`config.mk`:
```
export PLATFORM = sky130hd
export DESIGN_NAME = compact_field_encoder
export DESIGN_NICKNAME = d
export VERILOG_FILES = /design/src/hw/rtl/cfe_pkg.sv /design/src/hw/rtl/cfe_front.sv /design/src/hw/rtl/cfe_queue.sv /design/src/hw/rtl/cfe_back.sv /design/src/hw/rtl/compact_field_encoder.sv
export SDC_FILE = /design/constraint.sdc
export NUM_CORES = 1
export LEC_CHECK = 0
export ABC_AREA = 1
export BUFFER_PORTS_ARGS = -buffer_cell sky130_fd_sc_hd__buf_4
export CAP_MARGIN = 20
export CORE_MARGIN = 2
export CORE_UTILIZATION = 50
export CTS_CLUSTER_DIAMETER = 30
export CTS_CLUSTER_SIZE = 12
export DETAILED_ROUTE_END_ITERATION = 7
export GPL_ROUTABILITY_DRIVEN = 0
export GPL_TIMING_DRIVEN = 0
export PLACE_DENSITY = 0.74
export SYNTH_ARGS = -nofsm -noshare
export SYNTH_HDL_FRONTEND = slang
export SYNTH_SLANG_ARGS = --single-unit
```
`constraint.sdc`:
```
create_clock -name clk -period 3.9 [get_ports clk]
set_input_delay 0.585 -clock clk [delete_from_list [all_inputs] [get_ports clk]]
set_output_delay 0.585 -clock clk [all_outputs]
set_load 0.05 [all_outputs]
```
`src/hw/rtl/cfe_pkg.sv`:
```
`timescale 1ns / 1ps

package cfe_pkg;

    typedef enum logic [2:0] {
        CMD_COUNT = 3'd0,
        CMD_UINT  = 3'd1,
        CMD_SINT  = 3'd2,
        CMD_STR   = 3'd3,
        CMD_CHAR  = 3'd4
    } cmd_t;

    localparam logic [7:0] HDR_LAST    = 8'h80;
    localparam logic [7:0] HDR_STRING  = 8'h40;
    localparam logic [7:0] HDR_SIGNED  = 8'h20;
    localparam logic [7:0] STR_LEN_MSK = 8'h3f;
    localparam logic [7:0] INT_LEN_MSK = 8'h1f;
    localparam logic [31:0] SIGN_BIT   = 32'h8000_0000;

    typedef struct packed {
        cmd_t        cmd;
        logic        last_field;
        logic [31:0] value;
    } item_t;

    typedef struct packed {
        logic [7:0] out_byte;
        logic       last_of_run;
    } result_t;

    typedef struct packed {
        logic [7:0]  first_byte;
        logic [31:0] data;
        logic [2:0]  n_data;
    } job_t;

endpackage

```
`src/hw/rtl/cfe_front.sv`:
```
`timescale 1ns / 1ps

module cfe_front
    import cfe_pkg::*;
(
    input  logic  item_valid,
    output logic  item_ready,
    input  item_t item,
    input  logic  full,
    output logic  push,
    output job_t  job
);

    logic [31:0] mag;
    logic [2:0]  n_uns;
    logic [2:0]  n_sgn;
    logic [7:0]  hdr_last;
    logic        known;

    assign item_ready = !full;

    always_comb
    begin
        if (item.value[31] == 1'b1)
        begin
            mag = ~item.value;
        end
        else
        begin
            mag = item.value;
        end
    end

    always_comb
    begin
        if (item.value[31:24] != 8'd0)
        begin
            n_uns = 3'd4;
        end
        else if (item.value[23:16] != 8'd0)
        begin
            n_uns = 3'd3;
        end
        else if (item.value[15:8] != 8'd0)
        begin
            n_uns = 3'd2;
        end
        else
        begin
            n_uns = 3'd1;
        end
    end

    always_comb
    begin
        if (mag[30:23] != 8'd0)
        begin
            n_sgn = 3'd4;
        end
        else if (mag[22:15] != 8'd0)
        begin
            n_sgn = 3'd3;
        end
        else if (mag[14:7] != 8'd0)
        begin
            n_sgn = 3'd2;
        end
        else
        begin
            n_sgn = 3'd1;
        end
    end

    assign hdr_last = item.last_field ? HDR_LAST : 8'h00;

    always_comb
    begin
        known          = 1'b1;
        job.first_byte = item.value[7:0];
        job.data       = item.value;
        job.n_data     = 3'd0;
        case (item.cmd)
            CMD_COUNT, CMD_CHAR:
            begin
                job.first_byte = item.value[7:0];
            end
            CMD_STR:
            begin
                job.first_byte = hdr_last | HDR_STRING | (item.value[7:0] & STR_LEN_MSK);
            end
            CMD_UINT:
            begin
                job.first_byte = hdr_last | ({5'd0, n_uns} & INT_LEN_MSK);
                job.n_data     = n_uns;
            end
            CMD_SINT:
            begin
                job.first_byte = hdr_last | HDR_SIGNED | ({5'd0, n_sgn} & INT_LEN_MSK);
                job.n_data     = n_sgn;
            end
            default:
            begin
                known = 1'b0;
            end
        endcase
    end

    // drop unused codes: accepted, no beat produced
    assign push = item_valid && !full && known;

endmodule

```
`src/hw/rtl/cfe_queue.sv`:
```
`timescale 1ns / 1ps

module cfe_queue
    import cfe_pkg::*;
#(
    parameter int DEPTH = 2
)
(
    input  logic clk,
    input  logic rst_n,
    input  logic push,
    input  job_t push_job,
    input  logic pop,
    output job_t head,
    output logic empty,
    output logic full
);

    localparam int PTR_W = (DEPTH > 1) ? $clog2(DEPTH) : 1;
    localparam int CNT_W = $clog2(DEPTH + 1);

    job_t             mem_reg [DEPTH];
    logic [PTR_W-1:0] wr_ptr_reg;
    logic [PTR_W-1:0] wr_ptr_next;
    logic [PTR_W-1:0] rd_ptr_reg;
    logic [PTR_W-1:0] rd_ptr_next;
    logic [CNT_W-1:0] cnt_reg;
    logic [CNT_W-1:0] cnt_next;
    logic             push_en;
    logic             pop_en;

    assign empty   = (cnt_reg == CNT_W'(0));
    assign full    = (cnt_reg == CNT_W'(DEPTH));
    assign push_en = push && !full;
    assign pop_en  = pop && !empty;
    assign head    = mem_reg[rd_ptr_reg];

    always_comb
    begin
        wr_ptr_next = wr_ptr_reg;
        rd_ptr_next = rd_ptr_reg;
        cnt_next    = cnt_reg;
        if (push_en)
        begin
            wr_ptr_next = (wr_ptr_reg == PTR_W'(DEPTH - 1)) ? PTR_W'(0) : wr_ptr_reg + PTR_W'(1);
        end
        if (pop_en)
        begin
            rd_ptr_next = (rd_ptr_reg == PTR_W'(DEPTH - 1)) ? PTR_W'(0) : rd_ptr_reg + PTR_W'(1);
        end
        if (push_en && !pop_en)
        begin
            cnt_next = cnt_reg + CNT_W'(1);
        end
        else if (pop_en && !push_en)
        begin
            cnt_next = cnt_reg - CNT_W'(1);
        end
    end

    always_ff @(posedge clk or negedge rst_n)
    begin
        if (!rst_n)
        begin
            wr_ptr_reg <= '0;
            rd_ptr_reg <= '0;
            cnt_reg    <= '0;
        end
        else
        begin
            wr_ptr_reg <= wr_ptr_next;
            rd_ptr_reg <= rd_ptr_next;
            cnt_reg    <= cnt_next;
        end
    end

    always_ff @(posedge clk)
    begin
        if (push_en)
        begin
            mem_reg[wr_ptr_reg] <= push_job;
        end
    end

endmodule

```
`src/hw/rtl/cfe_back.sv`:
```
`timescale 1ns / 1ps

module cfe_back
    import cfe_pkg::*;
(
    input  logic    clk,
    input  logic    rst_n,
    input  job_t    head,
    input  logic    empty,
    output logic    pop,
    output logic    result_valid,
    input  logic    result_ready,
    output result_t result
);

    logic [31:0] data_reg;
    logic [31:0] data_next;
    logic [2:0]  rem_reg;
    logic [2:0]  rem_next;
    logic        outv_reg;
    logic        outv_next;
    result_t     out_reg;
    result_t     out_next;
    logic        load;
    logic        busy;
    logic [7:0]  sel_byte;

    assign load = !outv_reg || result_ready;
    assign busy = (rem_reg != 3'd0);
    assign pop  = load && !busy && !empty;

    always_comb
    begin
        case (rem_reg)
            3'd4:    sel_byte = data_reg[31:24];
            3'd3:    sel_byte = data_reg[23:16];
            3'd2:    sel_byte = data_reg[15:8];
            default: sel_byte = data_reg[7:0];
        endcase
    end

    always_comb
    begin
        data_next = data_reg;
        rem_next  = rem_reg;
        outv_next = outv_reg;
        out_next  = out_reg;
        if (load)
        begin
            if (busy)
            begin
                out_next.out_byte    = sel_byte;
                out_next.last_of_run = (rem_reg == 3'd1);
                rem_next             = rem_reg - 3'd1;
                outv_next            = 1'b1;
            end
            else if (!empty)
            begin
                out_next.out_byte    = head.first_byte;
                out_next.last_of_run = (head.n_data == 3'd0);
                rem_next             = head.n_data;
                data_next            = head.data;
                outv_next            = 1'b1;
            end
            else
            begin
                outv_next = 1'b0;
            end
        end
    end

    always_ff @(posedge clk or negedge rst_n)
    begin
        if (!rst_n)
        begin
            rem_reg  <= '0;
            outv_reg <= 1'b0;
        end
        else
        begin
            rem_reg  <= rem_next;
            outv_reg <= outv_next;
        end
    end

    always_ff @(posedge clk)
    begin
        data_reg <= data_next;
        out_reg  <= out_next;
    end

    assign result_valid = outv_reg;
    assign result       = out_reg;

endmodule

```
`src/hw/rtl/compact_field_encoder.sv`:
```
`timescale 1ns / 1ps
// First beat of an item is registered in the job queue, then in the back-end output register.
// Throughput: one output beat per cycle while result_ready holds, set by the back-end serializer;
//   an integer item gives a header beat and 1 to 4 data beats, count, string and character items one beat,
//   unused codes are dropped at the front and produce no output beat.
// Input accepts every cycle while the job queue (QUEUE_DEPTH entries) has room.
// Reset clears queue pointers, serializer count and output valid; no flush needed.

module compact_field_encoder
    import cfe_pkg::*;
#(
    parameter int QUEUE_DEPTH = 2
)
(
    input  logic    clk,
    input  logic    rst_n,
    input  logic    item_valid,
    output logic    item_ready,
    input  item_t   item,
    output logic    result_valid,
    input  logic    result_ready,
    output result_t result
);

    logic push;
    job_t push_job;
    job_t head;
    logic pop;
    logic empty;
    logic full;

    cfe_front u_front (
        .item_valid (item_valid),
        .item_ready (item_ready),
        .item       (item),
        .full       (full),
        .push       (push),
        .job        (push_job)
    );

    cfe_queue #(
        .DEPTH (QUEUE_DEPTH)
    ) u_queue (
        .clk      (clk),
        .rst_n    (rst_n),
        .push     (push),
        .push_job (push_job),
        .pop      (pop),
        .head     (head),
        .empty    (empty),
        .full     (full)
    );

    cfe_back u_back (
        .clk          (clk),
        .rst_n        (rst_n),
        .head         (head),
        .empty        (empty),
        .pop          (pop),
        .result_valid (result_valid),
        .result_ready (result_ready),
        .result       (result)
    );

endmodule

```
==> results of run 1 <==
## power groups by stage
stage / sequential (mW) / combinational [mW] / clock (mW)
after detailed placement: 2.12 / 1.53 / 0
final: 2.10 / 1.56 / 1.62
after global routing: 2.13 / 1.72 / 1.70
after floorplan: 2.28 / 0.830 / 0
after CTS: 2.10 / 1.56 / 1.63
after global placement: 2.13 / 1.41 / 0
## cells by family after synthesis
| logic type | count (synthesis) | share of synthesized area, % |
|---|---|---|
| buffers and inverters | 45 | 3.30 |
| multiplexers | 4 | 0.742 |
| XOR/XNOR | 3 | 0.472 |
| adder cells (fa/ha/maj) | 7 | 1.57 |
| AND/OR/NAND/NOR | 245 | 17.9 |
| AO/OA/AOI/OAI | 38 | 3.84 |
| flip-flops | 135 | 72.1 |
## synth_stat cells (3+ instances only)
cell,number
nand2_1,164
clkbuf_1,3
edfxtp_1,127
buf_2,6
mux2i_1,3
nand3_1,23
ha_1,7
dfrtp_1,8
inv_2,4
o22ai_1,6
nor2_1,44
inv_1,30
nand3b_1,3
o21ai_1,4
o21ai_0,23
## area by class of cell
type | count | area share (%)
inverters | 34 | 1.87
clock inverters | 15 | 2.71
flip-flops and latches | 135 | 58.8
repair buffers | 55 | 6.89
clock buffers | 17 | 6.06
well taps | 140 | 2.56
multi-input cells | 297 | 20.3
plain buffers | 11 | 0.824
## per-layer routing
layer	part of all wire (%)	GRT usage [%]
met1	38	27.6
met2	50	37.5
met3	7.9	5.93
met4	4.1	13.0
met5	0	0
## path summary, 6_finish.rpt
path                                                  start                                to  slack, ns  cells past startpoint
max                           u_back.rem_reg[0]$_DFFE_PN0P_    u_queue.cnt_reg[1]$_DFFE_PN0P_       1.37                      9
min                                                item[30]  u_queue.mem_reg[0][33]$_DFFE_PP_       0.25                      1
max reg2reg                   u_back.rem_reg[0]$_DFFE_PN0P_    u_queue.cnt_reg[1]$_DFFE_PN0P_       1.37                      9
min reg2reg                u_queue.mem_reg[0][14]$_DFFE_PP_     u_back.data_reg[11]$_DFFE_PP_       0.51                      2
max in group asynchronous                             rst_n    u_queue.wr_ptr_reg$_DFFE_PN0N_       3.35                      2
min in group asynchronous                             rst_n     u_back.rem_reg[2]$_DFFE_PN0P_       0.41                      2
## worst register-to-register path, delay by kind of cell (launching register included)
kind	cells	cell delay (ns)
compound gates	2	0.24
xor+xnor	1	0.16
fa+ha+maj	2	0.58
buf+inv	2	0.27
flops	1	0.41
simple gates	2	0.76
## per-stage QoR
stage | cells | setup TNS [ns]
2_1_floorplan | 477 | 0
3_3_place_gp | 667 | -49.88
3_5_place_dp | 671 | 0
4_1_cts | 704 | 0
5_1_grt | 704 | 0
6_report | 704 | 0
==> implementation parameters, run 1 <==
Parameter                              Value

Run status
  Status    complete, no violations

Power and ir drop
  Pleak    2.76 nW
  Net switching power of the design    1.80 mW
  Switching part of the total power    34.1%
  Final Total Pwr    5.28 mW
  Internal power summed over all cells    3.48 mW
  Portion of total power attributed to the clock network    30.6%
  Maximum resistive drop on vdd    0.423 mV
  Power per cell area    773 mW/mm^2
  Power share of the combinational group    29.6%
  Proportion of power drawn by flip-flops and latches    39.8%

Clock network
  CTS tree    yes
  Total of hold buffers inserted after clock tree synthesis    1
  Clock buffers created by TritonCTS    17
  Maximum buffer depth of the clock tree    2
  Number of buffers added for setup after CTS    0
  Clock tree root driver cell    clkbuf_8
  Number of gates resized after CTS    0
  Clk pin slew, worst setup/hold paths    0.06 ns
  Worst skew pair latency    0.53 ns
  Num Clock Sinks    135
  H-tree lvl count    4

Synthesis
  Leading register cell type out of synthesis    edfxtp_1
  Number of distinct library cell variants in the gate-level netlist after synthesis    31
  Mapped Area    0.00557 sq mm
  Synth Register Bits    135
  Post-synthesis net count    524
  Post-synthesis async set-or-reset flop share    5.93%
  YS warnings    0
  Number of synthesized flops with an enable pin    127
  Portion of the post-synthesis area used by sequential elements    72.1%
  Top area cells in the synthesized netlist    edfxtp_1 (69%), nand2_1 (11%), dfrtp_1 (3.6%), nor2_1 (3.0%), nand3_1 (2.1%)
  Largest area contributor in the netlist    edfxtp_1
  Synthesized area per cell    11.7 sq um
  Post-synthesis cell count    477
  Portion of synthesized cell area occupied by the leading cell type    68.5%

Place
  Worst Setup Slack post-DPL    1.35 ns
  Placed cell areas    0.00622 sq mm
  Port bufs    50
  Total half-perimeter wirelength after legalization and detailed placement    7.98 mm

STA
  Min cycle time layout    2.53 ns
  Transition time of the tightest slew-check pin    0.935 ns
  Peak clock frequency supported by timing    395 MHz
  Finish-stage setup viols    0
  Final number of max-transition violations    0
  Min setup slack post-route    1.37 ns
  RSZ-0062 raised after global routing    no
  Worst setup skew after layout    0.00601 ns
  Final Hold Vio Count    0
  Part of the cycle the worst path needs    64.9%
  Headroom to the max-slew limit    37.5%
  Post-route worst hold slack    0.253 ns

Routing
  Overall routed net length    12.5 mm
  Vias per Instance    5.47
  Count of routing violations after the opening detailed-route iteration    332
  Initial DRT Pass Iterations    6
  Count of nets left with antenna violations after detail routing    0
  Via count    3,851
  DR WL/cell    17.7 um
  Count of unresolved DRC violations after routing    0

Setup path
  Critical Path Source Type    flip-flop
  Category of the most critical setup path    flip-flop to flip-flop
  Largest stage delay on the critical path    0.63 ns
  Maximum fanout along the worst path    12
  Ordered cell list for the critical path    inv_1, ha_1, nand2_2, nor3_4, inv_1, ha_1, a21oi_1, o21ai_0, xor2_1
  Standard cell with the maximum stage delay on the critical path    nor3_4
  Worst path required time    4.30 ns
  Cell family with most CP delay    simple AND/OR/NAND/NOR gates
  Arr. time, crit path    2.93 ns
  Endpoint type of the worst setup path    flip-flop
  Count of buffering cells on the critical path with inverters included    2

Floorplanning
  Starting Density    51.3%
  Area of the die    0.0120 sq mm
  Core ar.    0.0108 sq mm
  Rows    38
  Die Height    110 um
  Die X    110 um
  I/O Pins    51

Global route
  Overflow left after global routing    0
  Wire length of the first global-routing pass    19.6 mm
  All-layer global routing usage    22.9%
  Largest net degree at the start of global routing    29
  Number of antenna violations at the first check in global routing    0
  Via count of the first global-routing pass    3,824

Finish
  Most frequent standard cell in the layout excluding fill and tap cells    nand2_1
  Final core utilization    63.0%
  Relative area change from synthesis to final layout    22.8%
  Diode count    0
  Footprint of the multi-input gates    0.00139 sq mm
  Post-route cell area    0.00683 sq mm
  Commonest cells after routing, fill and taps aside    nand2_1 (164), edfxtp_1 (127), buf_4 (52), nor2_1 (42), inv_1 (30)
  Area taken by flip-flops and latches    0.00401 sq mm
  Fill cell count    786
  Nets    598
  Flip-flop count of the largest register after layout    86
  Fraction of layout instances using a drive strength above 1    18.4%

Hold path
  Class of the tightest hold or removal check    input pin to flip-flop

Job
  Number of maximum-capacitance violations    0
Power figures use the tool's default switching activity.
==> run 2, diff against run 1 <==
==> constraint.sdc (replaced) <==
create_clock -name clk -period 2.5 [get_ports clk]
set_input_delay 0.375 -clock clk [delete_from_list [all_inputs] [get_ports clk]]
set_output_delay 0.375 -clock clk [all_outputs]
set_load 0.05 [all_outputs]
==> run 2 against run 1 <==
Die area did not move. Clock skew rose by 0.0030 ns. Clock-buffer cell count rose by 2. Critical path depth stayed put. Hold slack worse by 0.20 ns. Cell count increased by 0.14%. Sequential power up 56%. Worst setup slack worse by 0.81 ns. First-iteration DRC count up 16%. Critical endpoint unchanged. Largest cell class unchanged.
==> implementation parameters, run 2 (synthesized netlist as in run 1, its figures left out) <==
Parameter                              Value

Setup path
  Critical Path Source Type    flip-flop
  Maximum fanout along the worst path    4 (-8)
  Standard cell with the maximum stage delay on the critical path    dfrtp_1
  Largest stage delay on the critical path    0.41 ns (-0.22 ns)
  Endpoint type of the worst setup path    flip-flop
  Category of the most critical setup path    flip-flop to flip-flop
  Arr. time, crit path    2.34 ns (-0.59 ns)
  Count of buffering cells on the critical path with inverters included    2 (unchanged)
  Ordered cell list for the critical path    inv_1, ha_2, nand2_2, nor3_4, inv_2, ha_4, a21oi_1, o21ai_0, xor2_1
  Cell family with most CP delay    adder cells
  Worst path required time    2.90 ns (-1.40 ns)

Floorplanning
  Die X    110 um (unchanged)
  Area of the die    0.0120 sq mm (unchanged)
  Starting Density    51.3% (unchanged)
  Die Height    110 um (unchanged)
  Core ar.    0.0108 sq mm (unchanged)
  Rows    38 (unchanged)
  I/O Pins    51 (unchanged)

STA
  Min cycle time layout    1.94 ns (-0.589 ns)
  Finish-stage setup viols    0 (unchanged)
  Worst setup skew after layout    0.00902 ns (+0.00301 ns)
  Final Hold Vio Count    0 (unchanged)
  Transition time of the tightest slew-check pin    0.538 ns (-0.398 ns)
  Peak clock frequency supported by timing    515 MHz (+30%)
  Part of the cycle the worst path needs    77.7% (+13 points)
  Min setup slack post-route    0.558 ns (-0.811 ns)
  Setup tns final    0 ns (unchanged)
  RSZ-0062 raised after global routing    no
  Final number of max-transition violations    0 (unchanged)
  Headroom to the max-slew limit    64.1% (+27 points)

Finish
  Footprint of the multi-input gates    0.00140 sq mm (+1.1%)
  Most frequent standard cell in the layout excluding fill and tap cells    nand2_1
  Diode count    0 (unchanged)
  Fraction of layout instances using a drive strength above 1    19.5% (+1.0 points)
  Flip-flop count of the largest register after layout    86 (unchanged)
  Relative area change from synthesis to final layout    22.4%
  Area taken by flip-flops and latches    0.00402 sq mm (about the same)
  Fill cell count    841 (+7.0%)
  Nets    600 (+0.33%)
  Commonest cells after routing, fill and taps aside    nand2_1 (164), edfxtp_1 (127), buf_4 (55), nor2_1 (42), inv_1 (28)

Clock network
  Clock tree root driver cell    clkbuf_8
  CTS tree    yes
  Worst skew pair latency    0.52 ns (about the same)
  Clk pin slew, worst setup/hold paths    0.06 ns (about the same)
  Num Clock Sinks    135 (unchanged)
  Maximum buffer depth of the clock tree    2 (unchanged)
  Clock buffers created by TritonCTS    17 (unchanged)
  H-tree lvl count    4 (unchanged)

Place
  Port bufs    50 (unchanged)
  Total half-perimeter wirelength after legalization and detailed placement    7.78 mm (-2.5%)
  Worst Setup Slack post-DPL    0.113 ns (-1.24 ns)

Routing
  Count of unresolved DRC violations after routing    0 (unchanged)
  Count of routing violations after the opening detailed-route iteration    385 (+16%)
  Via count    3,713 (-3.6%)
  Vias per Instance    5.27 (-3.7%)
  DR WL/cell    16.3 um (-7.9%)
  Overall routed net length    11.5 mm (-7.8%)
  Initial DRT Pass Iterations    5 (-1)
  Count of nets left with antenna violations after detail routing    0 (unchanged)

Global route
  Via count of the first global-routing pass    3,684 (-3.7%)
  Number of antenna violations at the first check in global routing    0 (unchanged)
  Largest net degree at the start of global routing    31 (+6.9%)
  Overflow left after global routing    0 (unchanged)
  Wire length of the first global-routing pass    18.3 mm (-6.6%)
  All-layer global routing usage    21.0% (-1.9 points)

Run status
  Status    complete, no violations

Job
  Number of maximum-capacitance violations    0 (unchanged)

Power and ir drop
  Pleak    2.76 nW (-0.11%)
  Maximum resistive drop on vdd    0.551 mV (+30%)
  Power per cell area    1180 mW/mm^2 (+53%)

Hold path
  Class of the tightest hold or removal check    input pin to flip-flop
-- run 2: power breakdown --
group | internal [mW] | switching [mW]
Clock | 1.49 | 0.874
Sequential | 3.11 | 0.161
Combinational | 0.734 | 1.67
Total | 5.34 | 2.70
-- run 2: layout make-up --
type / instances / area share, %
multi-input combinational: 297 / 20.6
inverter: 34 / 1.87
clock inverter: 12 / 1.98
buffer: 11 / 0.827
tap: 140 / 2.57
clock buffer: 19 / 6.19
timing repair buffer: 57 / 6.98
sequential: 135 / 59.0
-- run 2: per-layer routing --
metal,share of wire [%],up-vias,GRT usage [%]
met5,0,-,0
met4,1.8,0,10.4
met3,6.8,15,4.74
met2,51,155,34.3
met1,41,1774,26.7
li1,-,1769,-
-- run 2: final timing paths --
| kind | start | endpoint | slack, ns | depth (start not counted) |
|---|---|---|---|---|
| worst max-delay path | u_back.rem_reg[1]$_DFFE_PN0P_ | u_queue.cnt_reg[1]$_DFFE_PN0P_ | 0.56 | 9 |
| max in group asynchronous | rst_n | u_back.result_valid$_DFFE_PN0N_ | 2.15 | 2 |
| worst min-delay path | item[6] | u_queue.mem_reg[1][9]$_DFFE_PP_ | 0.05 | 1 |
| worst max register to register | u_back.rem_reg[1]$_DFFE_PN0P_ | u_queue.cnt_reg[1]$_DFFE_PN0P_ | 0.56 | 9 |
| min in group asynchronous | rst_n | u_back.rem_reg[1]$_DFFE_PN0P_ | 0.21 | 2 |
| worst min register to register | u_queue.mem_reg[0][13]$_DFFE_PP_ | u_back.data_reg[10]$_DFFE_PP_ | 0.51 | 2 |
-- run 2: timing repair --
| action | in CTS | in global routing |
|---|---|---|
| buffers inserted | 0 | 3 |
| endpoints found under the hold margin | 8 | 0 |
| setup endpoints to repair | 0 | 1 |
| hold buffers | 1 | 0 |
| gates resized for setup | 0 | 0 |
-- run 2: stage by stage --
step	utilization [%]	power [mW]	cells	cell area, sq um	hold WS [ns]
2_1_floorplan	-	4.87	477	5590	0.0794
3_3_place_gp	56.7	5.53	667	6140	0.200
3_5_place_dp	57.4	5.68	670	6220	0.204
4_1_cts	62.6	8.05	702	6790	0.0294
5_1_grt	62.8	8.46	705	6810	0.0247
6_report	62.8	8.04	705	6810	0.0516
-- run 2: worst reg2reg max path, delay by kind of cell, from the launching register on --
| kind | cells | cell delay, ns |
|---|---|---|
| AND/OR/NAND/NOR | 2 | 0.39 |
| flip-flops | 1 | 0.41 |
| adder cells (fa/ha/maj) | 2 | 0.44 |
| XOR/XNOR | 1 | 0.15 |
| buffers and inverters | 2 | 0.21 |
| AO/OA/AOI/OAI | 2 | 0.23 |
==> run 3, diff against run 2 <==
--- a/config.mk
+++ b/config.mk
@@ -5,7 +5,7 @@
 export SDC_FILE = /design/constraint.sdc
 export NUM_CORES = 1
 export LEC_CHECK = 0
-export ABC_AREA = 1
+export ABC_AREA = 0
 export BUFFER_PORTS_ARGS = -buffer_cell sky130_fd_sc_hd__buf_4
 export CAP_MARGIN = 20
 export CORE_MARGIN = 2
==> constraint.sdc (replaced) <==
create_clock -name clk -period 2 [get_ports clk]
set_input_delay 0.3 -clock clk [delete_from_list [all_inputs] [get_ports clk]]
set_output_delay 0.3 -clock clk [all_outputs]
set_load 0.05 [all_outputs]
==> run 3 against run 2 <==
Clock-buffer cell count increased by 6. Worst setup slack got worse by 0.46 ns. Critical path depth decreased by 2. Register-to-register slack got worse by 0.43 ns. Sequential cell count unchanged. Power increased by 25%. Clock power increased by 32%. Die area increased by 0.85%. Critical path type is now input pin to flip-flop.
==> implementation parameters, run 3 <==
Parameter                              Value

Run status
  Status    complete, no violations

Floorplanning
  Starting Density    51.6% (+0.22 points)
  I/O Pins    51 (unchanged)
  Core ar.    0.0109 sq mm (+0.44%)
  Rows    38 (unchanged)
  Die X    110 um (+0.42%)
  Die Height    110 um (+0.42%)
  Area of the die    0.0121 sq mm (+0.85%)

Place
  Placed cell areas    0.00626 sq mm (+0.62%)
  Total half-perimeter wirelength after legalization and detailed placement    7.66 mm (-1.5%)
  Port bufs    49 (-2.0%)

Routing
  DR WL/cell    19.3 um (+18%)
  Count of unresolved DRC violations after routing    0 (unchanged)
  Initial DRT Pass Iterations    7 (+2)
  Overall routed net length    12.0 mm (+4.2%)
  Met3 wire len    628 um (-19%)
  Metal-1 WL    5.14 mm (+10%)
  Top routing layer used    met4
  Via count    3,389 (-8.7%)
  Count of nets left with antenna violations after detail routing    0 (unchanged)
  Metal2 WL    6.06 mm (+3.4%)
  Vias per Instance    5.44 (+3.3%)
  Count of routing violations after the opening detailed-route iteration    247 (-36%)

Setup path
  Endpoint type of the worst setup path    flip-flop
  Worst path required time    2.27 ns (-0.63 ns)
  Cell family with most CP delay    buffers and inverters
  Standard cell with the maximum stage delay on the critical path    dlygate4sd3_1
  Largest stage delay on the critical path    0.55 ns (+0.14 ns)
  Count of buffering cells on the critical path with inverters included    2 (unchanged)
  Maximum fanout along the worst path    4 (unchanged)
  Category of the most critical setup path    input pin to flip-flop
  Worst reg2reg path depth    5 (-4)
  Arr. time, crit path    2.17 ns (-0.17 ns)
  Ordered cell list for the critical path    dlygate4sd3_1, buf_4, nor3_1, nand2_1, o41ai_2, o21ai_2, a21o_1
  Critical Path Source Type    input pin
  Depth of the critical timing path with buffers and inverters included    7 (-2)

Hold path
  Class of the tightest hold or removal check    input pin to flip-flop
  Hold Crit Depth    1 (unchanged)

Job
  Number of maximum-capacitance violations    0 (unchanged)

Global route
  Overflow left after global routing    0 (unchanged)
  Largest net degree at the start of global routing    44 (+42%)
  Via count of the first global-routing pass    3,477 (-5.6%)
  All-layer global routing usage    21.4% (+0.35 points)
  Number of antenna violations at the first check in global routing    0 (unchanged)
  Wire length of the first global-routing pass    18.5 mm (+1.1%)

Power and ir drop
  Pleak    2.60 nW (-5.7%)
  Final Total Pwr    10.0 mW (+25%)
  Maximum resistive drop on vdd    0.800 mV (+45%)
  Power per cell area    1390 mW/mm^2 (+18%)

Clock network
  H-tree lvl count    4 (unchanged)
  Clock buffers created by TritonCTS    17 (unchanged)
  Clk pin slew, worst setup/hold paths    0.06 ns (about the same)
  Clock tree root driver cell    clkbuf_8
  Num Clock Sinks    135 (unchanged)
  Worst skew pair latency    0.52 ns (about the same)
  Maximum buffer depth of the clock tree    2 (unchanged)
  CTS tree    yes

Synthesis
  Number of synthesized flops with an enable pin    127 (unchanged)
  Mapped Area    0.00561 sq mm (+0.88%)
  Library cell with the highest instance count after synthesis    edfxtp_1
  Portion of synthesized cell area occupied by the leading cell type    67.9% (-0.60 points)
  Top area cells in the synthesized netlist    edfxtp_1 (68%), mux2_2 (6.6%), dfrtp_1 (3.6%), nand2_1 (1.9%), mux2i_1 (1.8%)
  Post-synthesis async set-or-reset flop share    5.93% (unchanged)
  Top post-synthesis cells by count    edfxtp_1 (127), mux2_2 (33), nand2_1 (28)
  Portion of the post-synthesis area used by sequential elements    71.5% (-0.63 points)
  Synthesized area per cell    15.3 sq um (+31%)
  Post-synthesis cell count    366 (-23%)
  Synth Register Bits    135 (unchanged)
  Largest area contributor in the netlist    edfxtp_1
  Number of distinct library cell variants in the gate-level netlist after synthesis    47 (+52%)
  Post-synthesis net count    413 (-21%)
  YS warnings    0 (unchanged)
  Leading register cell type out of synthesis    edfxtp_1

STA
  Finish-stage setup viols    0 (unchanged)
  Part of the cycle the worst path needs    95.1%
  Final number of max-transition violations    0 (unchanged)
  Worst setup skew after layout    0.00510 ns (-0.00392 ns)
  Transition time of the tightest slew-check pin    0.685 ns (+0.147 ns)
  Post-route worst hold slack    0.0286 ns (-0.0230 ns)
  RSZ-0062 raised after global routing    no
  Peak clock frequency supported by timing    526 MHz
  Final Hold Vio Count    0 (unchanged)
  Headroom to the max-slew limit    54.4% (-9.7 points)
  Min cycle time layout    1.90 ns

Finish
  Diode count    0 (unchanged)
  Relative area change from synthesis to final layout    28.7%
  Nets    517 (-14%)
  Commonest cells after routing, fill and taps aside    edfxtp_1 (127), buf_4 (52), mux2_2 (33), dlygate4sd3_1 (30), nand2_1 (28)
  Post-route cell area    0.00722 sq mm (+6.1%)
  Final core utilization    66.3% (+3.5 points)
  Most frequent standard cell in the layout excluding fill and tap cells    edfxtp_1
  Fraction of layout instances using a drive strength above 1    31.3% (+12 points)
  Flip-flop count of the largest register after layout    86 (unchanged)
run 3: final cells by class:
| type | count | area [sq um] |
|---|---|---|
| inverter | 9 | 33.8 |
| buffer | 15 | 71.3 |
| tap | 140 | 175 |
| clock inverter | 7 | 47.5 |
| timing repair buffer | 84 | 738 |
| sequential | 135 | 4020 |
| fill | 729 | 3660 |
| clock buffer | 25 | 581 |
| multi-input combinational | 208 | 1560 |
run 3: through the flow:
stage	std cells	setup slack, ns	setup TNS (ns)
after floorplan	366	-0.377	-13.19
after global placement	555	-0.788	-42.69
after detailed placement	557	-0.281	-14.67
after CTS	622	0.0575	0
after global routing	623	0.0526	0
final	623	0.0987	0
run 3: per-layer routing:
layer  track usage [%]  vias to the layer above
met5                 0                        -
met4              6.24                        0
met3              5.16                       16
met2              36.1                      112
met1              27.5                     1653
li1                  -                     1608
run 3: timing repair:
| item | 4_1_cts | 5_1_grt |
|---|---|---|
| endpoints found under the setup margin | 34 | 43 |
| endpoints found under the hold margin | 66 | 0 |
| resized for setup | 1 | 1 |
| cloned | 0 | 1 |
| pin swaps | 1 | 0 |
| buffers inserted | 3 | 0 |
| hold buffers | 30 | 0 |
run 3: final timing paths:
path | startpoint | to | slack [ns]
worst max register to register | u_back.rem_reg[0]$_DFFE_PN0P_ | u_back.result[3]$_DFFE_PP_ | 0.13
worst min register to register | u_queue.cnt_reg[1]$_DFFE_PN0P_ | u_queue.cnt_reg[1]$_DFFE_PN0P_ | 0.50
min in group asynchronous | rst_n | u_queue.cnt_reg[1]$_DFFE_PN0P_ | 0.13
max in group asynchronous | rst_n | u_back.result_valid$_DFFE_PN0N_ | 1.73
worst max-delay path | item[8] | u_queue.mem_reg[1][36]$_DFFE_PP_ | 0.1
worst min-delay path | item[15] | u_queue.mem_reg[0][18]$_DFFE_PP_ | 0.03
run 3: logic make-up after synthesis:
kind of cell	after synthesis	share of synthesized area, %
buf+inv	24	1.87
fa+ha+maj	7	1.56
mux	43	8.40
simple gates	86	8.13
flops	135	71.5
compound gates	66	7.76
xor+xnor	5	0.780
run 3: power breakdown:
group	leakage (nW)	total (mW)	switching, mW	internal [mW]
Sequential	1.26	3.98	0.202	3.78
Combinational	1.05	2.91	1.76	1.15
Clock	0.296	3.13	1.14	1.99
run 3: worst register-to-register path, cell delays in order (launching register included):
cell and delay [ns]:
dfrtp_1 0.41, inv_2 0.12, ha_4 0.18, nor2b_1 0.24, clkbuf_1 0.44, a21oi_1 0.18
